$ cat src/design/i2cm_pkg.sv
// ----------------------------------------------------------------------------
// i2cm_pkg: shared types and constants of the i2c master byte engine
// Mode codes, classified item format, engine operation codes, defaults.
// ----------------------------------------------------------------------------
package i2cm_pkg;

  // host mode codes on in_mode
  localparam logic [2:0] MODE_TICK  = 3'd0;
  localparam logic [2:0] MODE_START = 3'd1;
  localparam logic [2:0] MODE_STOP  = 3'd2;
  localparam logic [2:0] MODE_WRITE = 3'd3;
  localparam logic [2:0] MODE_READ  = 3'd4;

  localparam int unsigned QUEUE_DEPTH = 2;

  localparam int unsigned TPP_W = 10;
  localparam logic [TPP_W-1:0] TPP_RESET = 10'd40;

  localparam logic [4:0] COND_PHASES = 5'd3;
  localparam logic [4:0] BYTE_PHASES = 5'd18;
  localparam logic [4:0] ACK_PHASE   = 5'd16;

  typedef enum logic [2:0] {
    CMD_TICK,
    CMD_START,
    CMD_STOP,
    CMD_WRITE,
    CMD_READ
  } cmd_t;

  typedef enum logic [2:0] {
    OP_IDLE,
    OP_START,
    OP_STOP,
    OP_WRITE,
    OP_READ
  } op_t;

  typedef struct packed {
    cmd_t       cmd;
    logic [7:0] data_byte;
    logic       send_ack;
    logic       sda_level;
  } item_t;

  // one result beat
  typedef struct packed {
    logic       scl_out;
    logic       sda_out;
    logic       busy_res;
    logic       done_res;
    logic [7:0] read_byte;
    logic       ack_seen;
    logic       rejected;
  } result_t;

endpackage

$ cat src/design/i2cm_front.sv
// ----------------------------------------------------------------------------
// i2cm_front: input side of the i2c master byte engine
// Accepts input beats and classifies the mode into a command for the queue.
// ----------------------------------------------------------------------------
module i2cm_front (
  input  logic            in_valid,
  output logic            in_ready,
  input  logic [2:0]      in_mode,
  input  logic [7:0]      in_data_byte,
  input  logic            in_send_ack,
  input  logic            in_sda_level,
  input  logic            q_full,
  output logic            q_push,
  output i2cm_pkg::item_t q_item
);

  i2cm_pkg::cmd_t cmd;

  always_comb begin
    unique case (in_mode)
      i2cm_pkg::MODE_START: cmd = i2cm_pkg::CMD_START;
      i2cm_pkg::MODE_STOP:  cmd = i2cm_pkg::CMD_STOP;
      i2cm_pkg::MODE_WRITE: cmd = i2cm_pkg::CMD_WRITE;
      i2cm_pkg::MODE_READ:  cmd = i2cm_pkg::CMD_READ;
      // unused modes behave as a tick
      default:              cmd = i2cm_pkg::CMD_TICK;
    endcase
  end

  assign in_ready         = !q_full;
  assign q_push           = in_valid && !q_full;
  assign q_item.cmd       = cmd;
  assign q_item.data_byte = in_data_byte;
  assign q_item.send_ack  = in_send_ack;
  assign q_item.sda_level = in_sda_level;

endmodule

$ cat src/design/i2cm_queue.sv
// ----------------------------------------------------------------------------
// i2cm_queue: short item queue between front and back
// Small register fifo with one write and one read per cycle.
// ----------------------------------------------------------------------------
module i2cm_queue #(
  parameter int unsigned DEPTH = i2cm_pkg::QUEUE_DEPTH
) (
  input  logic            clk,
  input  logic            rst_n,
  input  logic            push,
  input  i2cm_pkg::item_t push_item,
  output logic            full,
  input  logic            pop,
  output logic            not_empty,
  output i2cm_pkg::item_t pop_item
);

  localparam int unsigned PTR_W = (DEPTH > 1) ? $clog2(DEPTH) : 1;
  localparam int unsigned CNT_W = $clog2(DEPTH + 1);
  localparam logic [PTR_W-1:0] PTR_LAST = PTR_W'(DEPTH - 1);
  localparam logic [CNT_W-1:0] CNT_FULL = CNT_W'(DEPTH);

  i2cm_pkg::item_t  mem_r [DEPTH];
  logic [PTR_W-1:0] wr_ptr_r, wr_ptr_nxt;
  logic [PTR_W-1:0] rd_ptr_r, rd_ptr_nxt;
  logic [CNT_W-1:0] count_r, count_nxt;

  assign full      = (count_r == CNT_FULL);
  assign not_empty = (count_r != '0);
  assign pop_item  = mem_r[rd_ptr_r];

  always_comb begin
    wr_ptr_nxt = wr_ptr_r;
    rd_ptr_nxt = rd_ptr_r;
    count_nxt  = count_r;
    if (push) begin
      wr_ptr_nxt = (wr_ptr_r == PTR_LAST) ? '0 : wr_ptr_r + PTR_W'(1);
    end
    if (pop) begin
      rd_ptr_nxt = (rd_ptr_r == PTR_LAST) ? '0 : rd_ptr_r + PTR_W'(1);
    end
    if (push && !pop) begin
      count_nxt = count_r + CNT_W'(1);
    end else if (pop && !push) begin
      count_nxt = count_r - CNT_W'(1);
    end
  end

  always_ff @(posedge clk) begin
    if (!rst_n) begin
      wr_ptr_r <= '0;
      rd_ptr_r <= '0;
      count_r  <= '0;
    end else begin
      wr_ptr_r <= wr_ptr_nxt;
      rd_ptr_r <= rd_ptr_nxt;
      count_r  <= count_nxt;
    end
  end

  always_ff @(posedge clk) begin
    if (push) begin
      mem_r[wr_ptr_r] <= push_item;
    end
  end

endmodule

$ cat src/design/i2cm_back.sv
// ----------------------------------------------------------------------------
// i2cm_back: bus engine of the i2c master byte engine
// Runs start, stop, write and read sequences one queued beat at a time and
// holds the result beat in an output register.
// ----------------------------------------------------------------------------
module i2cm_back (
  input  logic                          clk,
  input  logic                          rst_n,
  input  logic                          cfg_we,
  input  logic [i2cm_pkg::TPP_W-1:0]    cfg_wdata,
  input  logic                          q_not_empty,
  input  i2cm_pkg::item_t               q_item,
  output logic                          q_pop,
  output logic                          out_valid,
  input  logic                          out_ready,
  output i2cm_pkg::result_t             out_res
);

  localparam int unsigned TW = i2cm_pkg::TPP_W;

  logic [TW-1:0]     tpp_r;
  i2cm_pkg::op_t     op_r, op_nxt;
  logic [4:0]        phase_r, phase_nxt;
  logic [TW-1:0]     tick_r, tick_nxt;
  logic [7:0]        shift_r, shift_nxt;
  logic              ack_choice_r, ack_choice_nxt;
  logic              ack_flag_r, ack_flag_nxt;
  logic              scl_r, scl_nxt;
  logic              sda_r, sda_nxt;
  logic [7:0]        read_hold_r, read_hold_nxt;
  logic              out_valid_r;
  i2cm_pkg::result_t res_r, res_nxt;

  logic              done, rej;
  logic [TW-1:0]     limit, tick_inc;
  logic [4:0]        phase_inc, phase_total;
  logic [1:0]        pins;
  i2cm_pkg::op_t     cmd_op;

  // pin levels {scl, sda} for a phase of an operation
  function automatic logic [1:0] phase_pins(i2cm_pkg::op_t op, logic [4:0] p,
                                             logic [7:0] sh, logic ack_c,
                                             logic scl, logic sda);
    logic [1:0] r;
    r = {scl, sda};
    unique case (op)
      i2cm_pkg::OP_START: r = {(p < 5'd2), (p == 5'd0)};
      i2cm_pkg::OP_STOP:  r = {((p != 5'd0) ? 1'b1 : scl), (p == 5'd2)};
      i2cm_pkg::OP_WRITE: r = {p[0], ((p < i2cm_pkg::ACK_PHASE) ? sh[7] : 1'b1)};
      i2cm_pkg::OP_READ:  r = {p[0], ((p < i2cm_pkg::ACK_PHASE) ? 1'b1 : !ack_c)};
      default:            r = {scl, sda};
    endcase
    return r;
  endfunction

  assign q_pop = q_not_empty && (!out_valid_r || out_ready);

  always_comb begin
    unique case (q_item.cmd)
      i2cm_pkg::CMD_START: cmd_op = i2cm_pkg::OP_START;
      i2cm_pkg::CMD_STOP:  cmd_op = i2cm_pkg::OP_STOP;
      i2cm_pkg::CMD_WRITE: cmd_op = i2cm_pkg::OP_WRITE;
      i2cm_pkg::CMD_READ:  cmd_op = i2cm_pkg::OP_READ;
      default:             cmd_op = i2cm_pkg::OP_IDLE;
    endcase
  end

  always_comb begin
    op_nxt         = op_r;
    phase_nxt      = phase_r;
    tick_nxt       = tick_r;
    shift_nxt      = shift_r;
    ack_choice_nxt = ack_choice_r;
    ack_flag_nxt   = ack_flag_r;
    scl_nxt        = scl_r;
    sda_nxt        = sda_r;
    read_hold_nxt  = read_hold_r;
    done           = 1'b0;
    rej            = 1'b0;
    pins           = {scl_r, sda_r};
    limit          = (tpp_r == '0) ? TW'(1) : tpp_r;
    tick_inc       = tick_r + TW'(1);
    phase_inc      = phase_r + 5'd1;
    phase_total    = (op_r == i2cm_pkg::OP_START || op_r == i2cm_pkg::OP_STOP) ?
                     i2cm_pkg::COND_PHASES : i2cm_pkg::BYTE_PHASES;

    if (q_item.cmd != i2cm_pkg::CMD_TICK) begin
      if (op_r != i2cm_pkg::OP_IDLE) begin
        rej = 1'b1;
      end else begin
        op_nxt    = cmd_op;
        phase_nxt = '0;
        tick_nxt  = '0;
        if (cmd_op == i2cm_pkg::OP_WRITE) begin
          shift_nxt = q_item.data_byte;
        end
        if (cmd_op == i2cm_pkg::OP_READ) begin
          shift_nxt      = '0;
          ack_choice_nxt = q_item.send_ack;
        end
        pins    = phase_pins(cmd_op, 5'd0, shift_nxt, ack_choice_nxt, scl_r, sda_r);
        scl_nxt = pins[1];
        sda_nxt = pins[0];
      end
    end else if (op_r != i2cm_pkg::OP_IDLE) begin
      if (tick_inc >= limit) begin
        tick_nxt = '0;
        // sample on the end of each scl-high phase
        if (phase_r[0]) begin
          if (op_r == i2cm_pkg::OP_WRITE) begin
            if (phase_r < i2cm_pkg::ACK_PHASE) begin
              shift_nxt = {shift_r[6:0], 1'b0};
            end else begin
              ack_flag_nxt = !q_item.sda_level;
            end
          end else if (op_r == i2cm_pkg::OP_READ) begin
            if (phase_r < i2cm_pkg::ACK_PHASE) begin
              shift_nxt = {shift_r[6:0], q_item.sda_level};
            end else begin
              read_hold_nxt = shift_r;
            end
          end
        end
        if (phase_inc >= phase_total) begin
          if (op_r == i2cm_pkg::OP_START) begin
            scl_nxt = 1'b0;
            sda_nxt = 1'b1;
          end else if (op_r == i2cm_pkg::OP_WRITE || op_r == i2cm_pkg::OP_READ) begin
            scl_nxt = 1'b0;
          end
          op_nxt    = i2cm_pkg::OP_IDLE;
          phase_nxt = '0;
          done      = 1'b1;
        end else begin
          phase_nxt = phase_inc;
          pins      = phase_pins(op_r, phase_inc, shift_nxt, ack_choice_r, scl_r, sda_r);
          scl_nxt   = pins[1];
          sda_nxt   = pins[0];
        end
      end else begin
        tick_nxt = tick_inc;
      end
    end

    res_nxt.scl_out   = scl_nxt;
    res_nxt.sda_out   = sda_nxt;
    res_nxt.busy_res  = (op_nxt != i2cm_pkg::OP_IDLE);
    res_nxt.done_res  = done;
    res_nxt.read_byte = read_hold_nxt;
    res_nxt.ack_seen  = ack_flag_nxt;
    res_nxt.rejected  = rej;
  end

  always_ff @(posedge clk) begin
    if (!rst_n) begin
      tpp_r        <= i2cm_pkg::TPP_RESET;
      op_r         <= i2cm_pkg::OP_IDLE;
      phase_r      <= '0;
      tick_r       <= '0;
      shift_r      <= '0;
      ack_choice_r <= 1'b0;
      ack_flag_r   <= 1'b0;
      scl_r        <= 1'b1;
      sda_r        <= 1'b1;
      read_hold_r  <= '0;
      out_valid_r  <= 1'b0;
    end else begin
      if (cfg_we) begin
        tpp_r <= cfg_wdata;
      end
      if (q_pop) begin
        op_r         <= op_nxt;
        phase_r      <= phase_nxt;
        tick_r       <= tick_nxt;
        shift_r      <= shift_nxt;
        ack_choice_r <= ack_choice_nxt;
        ack_flag_r   <= ack_flag_nxt;
        scl_r        <= scl_nxt;
        sda_r        <= sda_nxt;
        read_hold_r  <= read_hold_nxt;
        out_valid_r  <= 1'b1;
      end else if (out_ready) begin
        out_valid_r  <= 1'b0;
      end
    end
  end

  always_ff @(posedge clk) begin
    if (q_pop) begin
      res_r <= res_nxt;
    end
  end

  assign out_valid = out_valid_r;
  assign out_res   = res_r;

endmodule

$ cat src/design/i2c_master_byte_engine.sv
// ----------------------------------------------------------------------------
// i2c_master_byte_engine: i2c master byte engine, top level
// Host items (ticks and bus commands) in, one status beat out per item.
// ----------------------------------------------------------------------------
// usage:
//   in_* beats carry a mode (tick, start, stop, write byte, read byte), the
//   byte to send, the ack choice for reads and the sampled sda level.
//   every accepted input beat yields exactly one out_* beat with the scl and
//   sda drive levels, busy, done, the last read byte, the last write ack and
//   a rejected flag for a command sent while busy.
//   cfg_we / cfg_wdata set the number of ticks per half-bit phase; write it
//   only while the engine is idle.
//   an accepted input beat is registered first in the front queue and then,
//   as its result beat, in the output register.
//   throughput: one beat per cycle while out_ready is high; the engine updates
//   its phase counters and pin registers once per beat from the queue head.
//   when out_ready is low the result is held, the queue fills, and in_ready
//   drops once all queue entries are taken.
//   reset (rst_n low, synchronous) returns the engine to idle with both
//   lines released, empties the queue and sets ticks per phase to 40.
// ----------------------------------------------------------------------------
module i2c_master_byte_engine #(
  parameter int unsigned QUEUE_DEPTH = i2cm_pkg::QUEUE_DEPTH
) (
  input  logic                       clk,
  input  logic                       rst_n,
  input  logic                       cfg_we,
  input  logic [i2cm_pkg::TPP_W-1:0] cfg_wdata,
  input  logic                       in_valid,
  output logic                       in_ready,
  input  logic [2:0]                 in_mode,
  input  logic [7:0]                 in_data_byte,
  input  logic                       in_send_ack,
  input  logic                       in_sda_level,
  output logic                       out_valid,
  input  logic                       out_ready,
  output logic                       out_scl_out,
  output logic                       out_sda_out,
  output logic                       out_busy_res,
  output logic                       out_done_res,
  output logic [7:0]                 out_read_byte,
  output logic                       out_ack_seen,
  output logic                       out_rejected
);

  logic              q_full, q_push, q_pop, q_not_empty;
  i2cm_pkg::item_t   push_item, head_item;
  i2cm_pkg::result_t res;

  i2cm_front u_front (
    .in_valid     (in_valid),
    .in_ready     (in_ready),
    .in_mode      (in_mode),
    .in_data_byte (in_data_byte),
    .in_send_ack  (in_send_ack),
    .in_sda_level (in_sda_level),
    .q_full       (q_full),
    .q_push       (q_push),
    .q_item       (push_item)
  );

  i2cm_queue #(
    .DEPTH (QUEUE_DEPTH)
  ) u_queue (
    .clk       (clk),
    .rst_n     (rst_n),
    .push      (q_push),
    .push_item (push_item),
    .full      (q_full),
    .pop       (q_pop),
    .not_empty (q_not_empty),
    .pop_item  (head_item)
  );

  i2cm_back u_back (
    .clk         (clk),
    .rst_n       (rst_n),
    .cfg_we      (cfg_we),
    .cfg_wdata   (cfg_wdata),
    .q_not_empty (q_not_empty),
    .q_item      (head_item),
    .q_pop       (q_pop),
    .out_valid   (out_valid),
    .out_ready   (out_ready),
    .out_res     (res)
  );

  assign out_scl_out   = res.scl_out;
  assign out_sda_out   = res.sda_out;
  assign out_busy_res  = res.busy_res;
  assign out_done_res  = res.done_res;
  assign out_read_byte = res.read_byte;
  assign out_ack_seen  = res.ack_seen;
  assign out_rejected  = res.rejected;

endmodule

$ cat config.mk
export PLATFORM = sky130hd
export DESIGN_NAME = i2c_master_byte_engine
export DESIGN_NICKNAME = d
export VERILOG_FILES = /design/src/design/i2cm_pkg.sv /design/src/design/i2cm_front.sv /design/src/design/i2cm_queue.sv /design/src/design/i2cm_back.sv /design/src/design/i2c_master_byte_engine.sv
export SDC_FILE = /design/constraint.sdc
export NUM_CORES = 1
export LEC_CHECK = 0
export ABC_AREA = 1
export BUFFER_PORTS_ARGS = -buffer_cell sky130_fd_sc_hd__buf_2
export CORE_MARGIN = 2
export CORE_UTILIZATION = 59
export CTS_CLUSTER_DIAMETER = 200
export DETAILED_ROUTE_END_ITERATION = 8
export PLACE_DENSITY = 0.83
export SYNTH_ARGS = -nofsm -noshare
export SYNTH_HDL_FRONTEND = slang
export SYNTH_SLANG_ARGS = --single-unit
$ cat constraint.sdc
create_clock -name clk -period 3 [get_ports clk]
set_input_delay 0.3 -clock clk [delete_from_list [all_inputs] [get_ports clk]]
set_output_delay 0.3 -clock clk [all_outputs]
set_load 0.02 [all_outputs]
== Word-level counts from Yosys, hierarchy flattened ==
Memory sizes are Yosys's and may differ from the RTL's. A register that Yosys moved wholly into a read port is not among the register bits.
Cells that the tools add are included.
W data, S select, Z words.

* RAM bits: 26
* Memories kept: 1
* Bits of input ports: 28
* Flip-flop bits (word level): 67
* Logic and storage cells: 160
* Output and inout port bits: 16

* $lt $le $gt $ge: 5
* Equality and inequality tests: 19
* Bitwise logic cells: 2
* Reductions and logical operators: 33
* Add/subtract/negate cells: 6
* Multiplexer cells: 72

{| class="wikitable"
|+ Memory list
! memory !! depth !! width !! rd ports !! clocked after memory_dff !! write ports !! line !! RTL
|-
| u_queue.mem_r || 2 || 13 || 1 || 1 || 1 || i2cm_queue.sv:23 || <nowiki>i2cm_pkg::item_t mem_r [DEPTH];</nowiki>
|}

{| class="wikitable"
|+ Operators by type and width
! kind !! number
|-
| $mux W8 || 18
|-
| $mux W10 || 5
|-
| $mux W1 || 32
|-
| $mux W5 || 6
|-
| $eq A3 B2 Y1 const B || 8
|-
| $pmux W3 S4 || 2
|-
| $pmux W2 S4 || 2
|-
| $mux W3 || 5
|-
| $reduce_bool A3 Y1 || 5
|-
| $reduce_bool A2 Y1 || 7
|-
| $eq A3 B1 Y1 const B || 4
|-
| $eq A3 B3 Y1 const B || 4
|-
| $add A10 B1 Y10 const B || 1
|-
| $ge A10 B10 Y1 || 1
|-
| $logic_not A10 Y1 || 1
|-
| $lt A5 B5 Y1 const B || 2
|-
| $reduce_and A4 Y1 || 2
|-
| $reduce_and A8 Y1 || 1
|-
| $logic_not A1 Y1 || 6
|-
| $add A5 B1 Y5 const B || 1
|-
| $eq A5 B2 Y1 const B || 1
|-
| $ge A5 B5 Y1 || 1
|-
| $logic_not A5 Y1 || 1
|-
| $lt A5 B2 Y1 const B || 1
|-
| other kinds (12) || 20
|}

== Depth between registers and ports, before layout ==
* Word-level depth: 11
* Gate-level depth with buffers: 20
* Mapped depth without buffers: 20

== By module ==
Synthesis repeated with hierarchy kept, for this count alone.

* Cells, all modules: 657
* Area, all modules: 5227.5 µm²

{| class="wikitable"
|+ Modules (own cells, without submodules)
! module !! cells an instance !! area an instance (µm²) !! sequential area each (µm²) !! times used
|-
| i2cm_back || 562 || 3911.3 || 1401.3 || 1
|-
| i2cm_queue || 75 || 1203.7 || 880.8 || 1
|-
| i2cm_front || 20 || 112.6 || 0.0 || 1
|}

== Least setup slack after synthesis ==
Ideal clock, no wire load.

* Path type: flip-flop to flip-flop
* From: register u_back.tick_r[0]
* To: register u_back.res_r (netlist bit u_back.out_res[3]), data pin
* Cell stages (with the launch flop): 16
* Arrival: 2.412 ns
* Path slack: 0.325 ns
* Clock period less this slack: 2.675 ns
* Path through: dfxtp_1 -> inv_1 -> nor2_1 -> nand2_1 -> nor2_1 -> nand4_1 -> xnor2_1 -> ha_1 -> a21oi_1 -> o21a_1 -> nand4_1 -> nand2_1 -> inv_1 -> nand2_2 -> buf_2 -> o21ai_1

* Longest elaborated chain between the ends: 5

{| class="wikitable"
|+ Ends and longest elaborated chain
! element !! line !! RTL
|-
| from (decl) || i2cm_back.sv:24 || <nowiki>logic [TW-1:0] tick_r, tick_nxt;</nowiki>
|-
| from (signal assigned) || i2cm_back.sv:174 || <nowiki>tick_r <= tick_nxt;</nowiki>
|-
| $add A10 B1 Y10 || i2cm_back.sv:82 || <nowiki>tick_inc = tick_r + TW'(1);</nowiki>
|-
| $ge A10 B10 Y1 || i2cm_back.sv:106 || <nowiki>if (tick_inc >= limit) begin</nowiki>
|-
| $mux W8 || i2cm_back.sv:106 ||
|-
| $mux W8 || i2cm_back.sv:105 || <nowiki>end else if (op_r != i2cm_pkg::OP_IDLE) begin</nowiki>
|-
| $mux W8 || i2cm_back.sv:87 || <nowiki>if (q_item.cmd != i2cm_pkg::CMD_TICK) begin</nowiki>
|-
| named net u_back.read_hold_nxt[1] || i2cm_back.sv:30 || <nowiki>logic [7:0] read_hold_r, read_hold_nxt;</nowiki>
|-
| to (signal assigned) || i2cm_back.sv:190 || <nowiki>res_r <= res_nxt;</nowiki>
|-
| to (decl) || i2cm_back.sv:32 || <nowiki>i2cm_pkg::result_t res_r, res_nxt;</nowiki>
|}

The timed path passes the listed nets, and every way through them passes these cells.
A chain may end at the register's enable or synchronous reset.

== Final worst setup path ==
* From: register u_back.tick_r[0]
* To: register u_back.tick_r[3]

* Longest elaborated chain between the ends: 5

{| class="wikitable"
|+ Ends and longest elaborated chain
! element !! line
|-
| $add A10 B1 Y10 * || i2cm_back.sv:82
|-
| $ge A10 B10 Y1 || i2cm_back.sv:106
|-
| $mux W10 * || i2cm_back.sv:106
|-
| $mux W10 * || i2cm_back.sv:105
|-
| $mux W10 * || i2cm_back.sv:87
|}

Every way passes the cells marked *; elsewhere a longest branch is shown, timed or not. The select of a mux whose other input is x is not followed.

==> metrics.md <==
| Metric | Value |
|---|---|
| CTS Buf Count | 9 |
| Syn Inst Count | between 500 and 600 |
| Seq/Total Area, Yosys | 0.494 |
| Count of cell types in the netlist | 32 |
| Crit Path Max Fanout | 8 |
| Largest net degree at the start of global routing | 38 |
| Net Count, Synth | 620 |
| Top-level I/O count | 44 |
| Syn_area_per_cell | approximately 8 um2 |
| CP max-delay cell | dfxtp_2 |
| Area grow syn2layout | 12.6% |
| CP Data Required Time | approximately 3.3 ns |
| Vias in the first global route | roughly 3800 |
| Total power | around 5 mW |
| Max Cap Violations | 0 |
| Port buffer count | 43 |
| Worst-Margin Slew | around 0.85 ns |
| Post-detail-place hpwl | about 7.2 mm |
| Crit-path max cell delay | 0.36 ns |
| Remaining Overflow, GRT | 0 |
| Num rows | 32 |
| Share of post-route cells with drive strength above 1 | 0.166 |
| Yosys reg bits | 94 |
| Final Hold Viols | 0 |
| Status | finished clean |
| Clock slew at reported path FFs | 0.09 ns |
| Antenna Nets Post-Route | 0 |
| WP data arrival | 3.15 ns |
| Core ar. | approximately 7600 um2 |
| Routability Congestion | 0.948 |
| Final core area utilization | 0.681 |
| Setup TNS | 0 ns |
| H-tree depth | 3 |
| Worst R2R Path Depth | 16 |
| Layout Cells excl Fill | roughly 730 |
| Die X | roughly 92 um |
| Synth top area cells | edfxtp_1 (26%), dfxtp_1 (23%), nand2_1 (11%) |
| Placed insts | just over 700 |
| DRC | 0 |
| TritonCTS Sinks | between 90 and 100 |
| HP Class | in -> reg |
| Max Root-Sink Buffers | 2 |
| Final WL | 9.98 mm |
| Final setup fails | 0 |
| Dominant cell type by area after synthesis | edfxtp_1 |
| Clock Skew | about 0.014 ns |
| Root buffer cell | clkbuf_8 |
| Max Transition Viols Final | 0 |
| Cell area after synthesis | 4620 um2 |
| Worst Setup End Kind | flip-flop |
| Max Clock Freq | between 300 and 400 MHz |
| Final min period | between 2 and 3 ns |
| Initial antenna violation count | 0 |
| Die H | 92.5 um |
| Slew HR | 0.430 |
| GR Util All Layers | 0.241 |
| Place WS | -0.00664 ns |
| Drt wl/cell | ~14 um |
| TritonCTS clock tree | done |
| Period utilisation layout | 0.960 |
| Startpoint Class | flip-flop |
| Iteration-0 DRC count of the detailed router | approximately 300 |
| Pwr per Cell Area | 959 nW/um2 |
| Cell depth of the worst min-delay path | 1 |
| Clk Latency, worst-skew pair | ~0.36 ns |
| Final WS setup | around 0.12 ns |
| Routed vias | between 3000 and 4000 |
| Worst VDD drop | about 0.00056 V |
| Vias/cell | 5.40 |
| Critical-path cell list | inv_1 > nor2_4 > nand2_1 > nor2_2 > nand4_1 > xnor2_2 > ha_1 > a21oi_1 > o21a_1 > nand4_1 > buf_4 > nor2_4 > nand2_2 > inv_4 > nand2_1 > a21oi_1 |
| Ys Warns | 0 |
| Final nets | about 670 |
| LEAKAGE | about 2.3 nW |
| First-pass GRT wire length | 16.4 mm |
| Die area | between 8000 and 9000 um2 |
| Starting density of the core | 0.604 |
| Ant diodes | 0 |
| Crit Path Class | reg -> reg |
| Synth top area share | 0.260 |
| Pre-Repair DR Iteration Count | 5 |
timing repair:
action,CTS,global route
buffers inserted,0,1
pin swaps,0,4
endpoints found under the setup margin,5,43
hold buffers,0,0
resized for setup,2,13
kinds of logic (layout without fill, tap and decap cells):
kind of cell	after synthesis	count (layout)	share of synthesized area
buffers and inverters	90	141	0.0737
DFF	94	94	0.494
and+or+nand+nor	246	246	0.229
AOI/OAI and AO/OA	121	121	0.143
xor gates and xnor gates	9	9	0.0171
adders and majority gates	16	16	0.0433
state kept, by name (all words and copies together), names as in the netlist, named ones only:
register,cells
u_back.out_res,14
u_queue.wr_ptr_r,1
u_back.op_r,3
u_back.phase_r,5
u_back.read_hold_r,8
u_back.ack_flag_r,1
u_back.ack_choice_r,1
u_back.out_valid,1
u_queue.rd_ptr_r,1
u_queue.mem_r,26
u_back.scl_r,1
u_back.shift_r,8
u_back.tpp_r,10
u_back.tick_r,10
u_queue.count_r,2
u_back.sda_r,1
final timing paths:
kind	startpoint	end	slack [ns]
worst max-delay path	u_back.tick_r[0]$_SDFFE_PN0P_	u_back.tick_r[3]$_SDFFE_PN0P_	0.12
worst min-delay path	in_send_ack	u_queue.mem_r[1][1]$_DFFE_PP_	0.13
worst min register to register	u_queue.rd_ptr_r$_SDFFE_PN0P_	flip-flop	0.46
worst max register to register	u_back.tick_r[0]$_SDFFE_PN0P_	u_back.tick_r[3]$_SDFFE_PN0P_	0.12
area by class of cell:
class	instances	area, um2
clock buffer	10	128
clock inverter	6	71.3
fill	595	2440
inverter	75	284
multi-input combinational	392	2040
sequential	94	2290
tap	102	128
timing repair buffer	50	268
critical path: cells and delay by family (launching register included):
kind            cells  cell delay [ns]
simple gates        8             1.09
fa+ha+maj           1             0.32
flops               1             0.36
xor+xnor            1             0.18
compound gates      3             0.45
buf+inv             3             0.40
power by group:
part	switching, mW	internal [mW]
clock network	0.451	0.393
registers	0.225	1.77
logic	1.48	0.677
Yosys cell counts:
library cell and instances:
edfxtp_1 40, inv_2 6, nor2_8 1, clkbuf_1 13, xor2_1 6, inv_1 69
buf_2 2, nand4_1 11, o21a_1 1, o21ai_0 34, xnor2_1 3, nand2_1 135
o211ai_1 1, o21ai_1 17, nand2_2 3, nor2_2 2, a41oi_1 1, nor2_1 61
ha_1 16, a21oi_2 8, dfxtp_1 54, a21oi_1 53, nand3_1 18, o21bai_1 1
nor2_4 2, nor3_1 7, nand2_4 2, nor4_1 2, a31oi_1 2, a31o_2 2
nor3_2 2, o21ai_2 1
layout by cell type, fill, tap and decap left out, types with 4 or more instances in the layout:
master / count
a21oi_1: 53
a21oi_2: 7
buf_2: 43
buf_4: 7
clkbuf_8: 9
dfxtp_1: 51
edfxtp_1: 40
ha_1: 16
inv_1: 67
inv_2: 7
nand2_1: 132
nand2_2: 5
nand3_1: 18
nand4_1: 11
nor2_1: 59
nor2_4: 4
nor3_1: 7
o21ai_0: 34
o21ai_1: 17
xor2_1: 6
metrics by stage:
stage	cell area, um2	hold WS (ns)
floorplan	4620	0.399
global placement	4960	0.435
detailed placement	4960	0.452
CTS	5170	0.123
global route	5200	0.111
finish	5200	0.129
routing by layer:
metal / wire (um) / GRT usage / vias to the layer above
met1: 4280 / 0.292 / 1806
met3: 508 / 0.0407 / 22
met4: 294 / 0.0970 / 0
met5: 0 / 0 / -
met2: 4890 / 0.425 / 116
li1: - / - / 1990
Note: power is estimated with default switching activity, not from simulation.
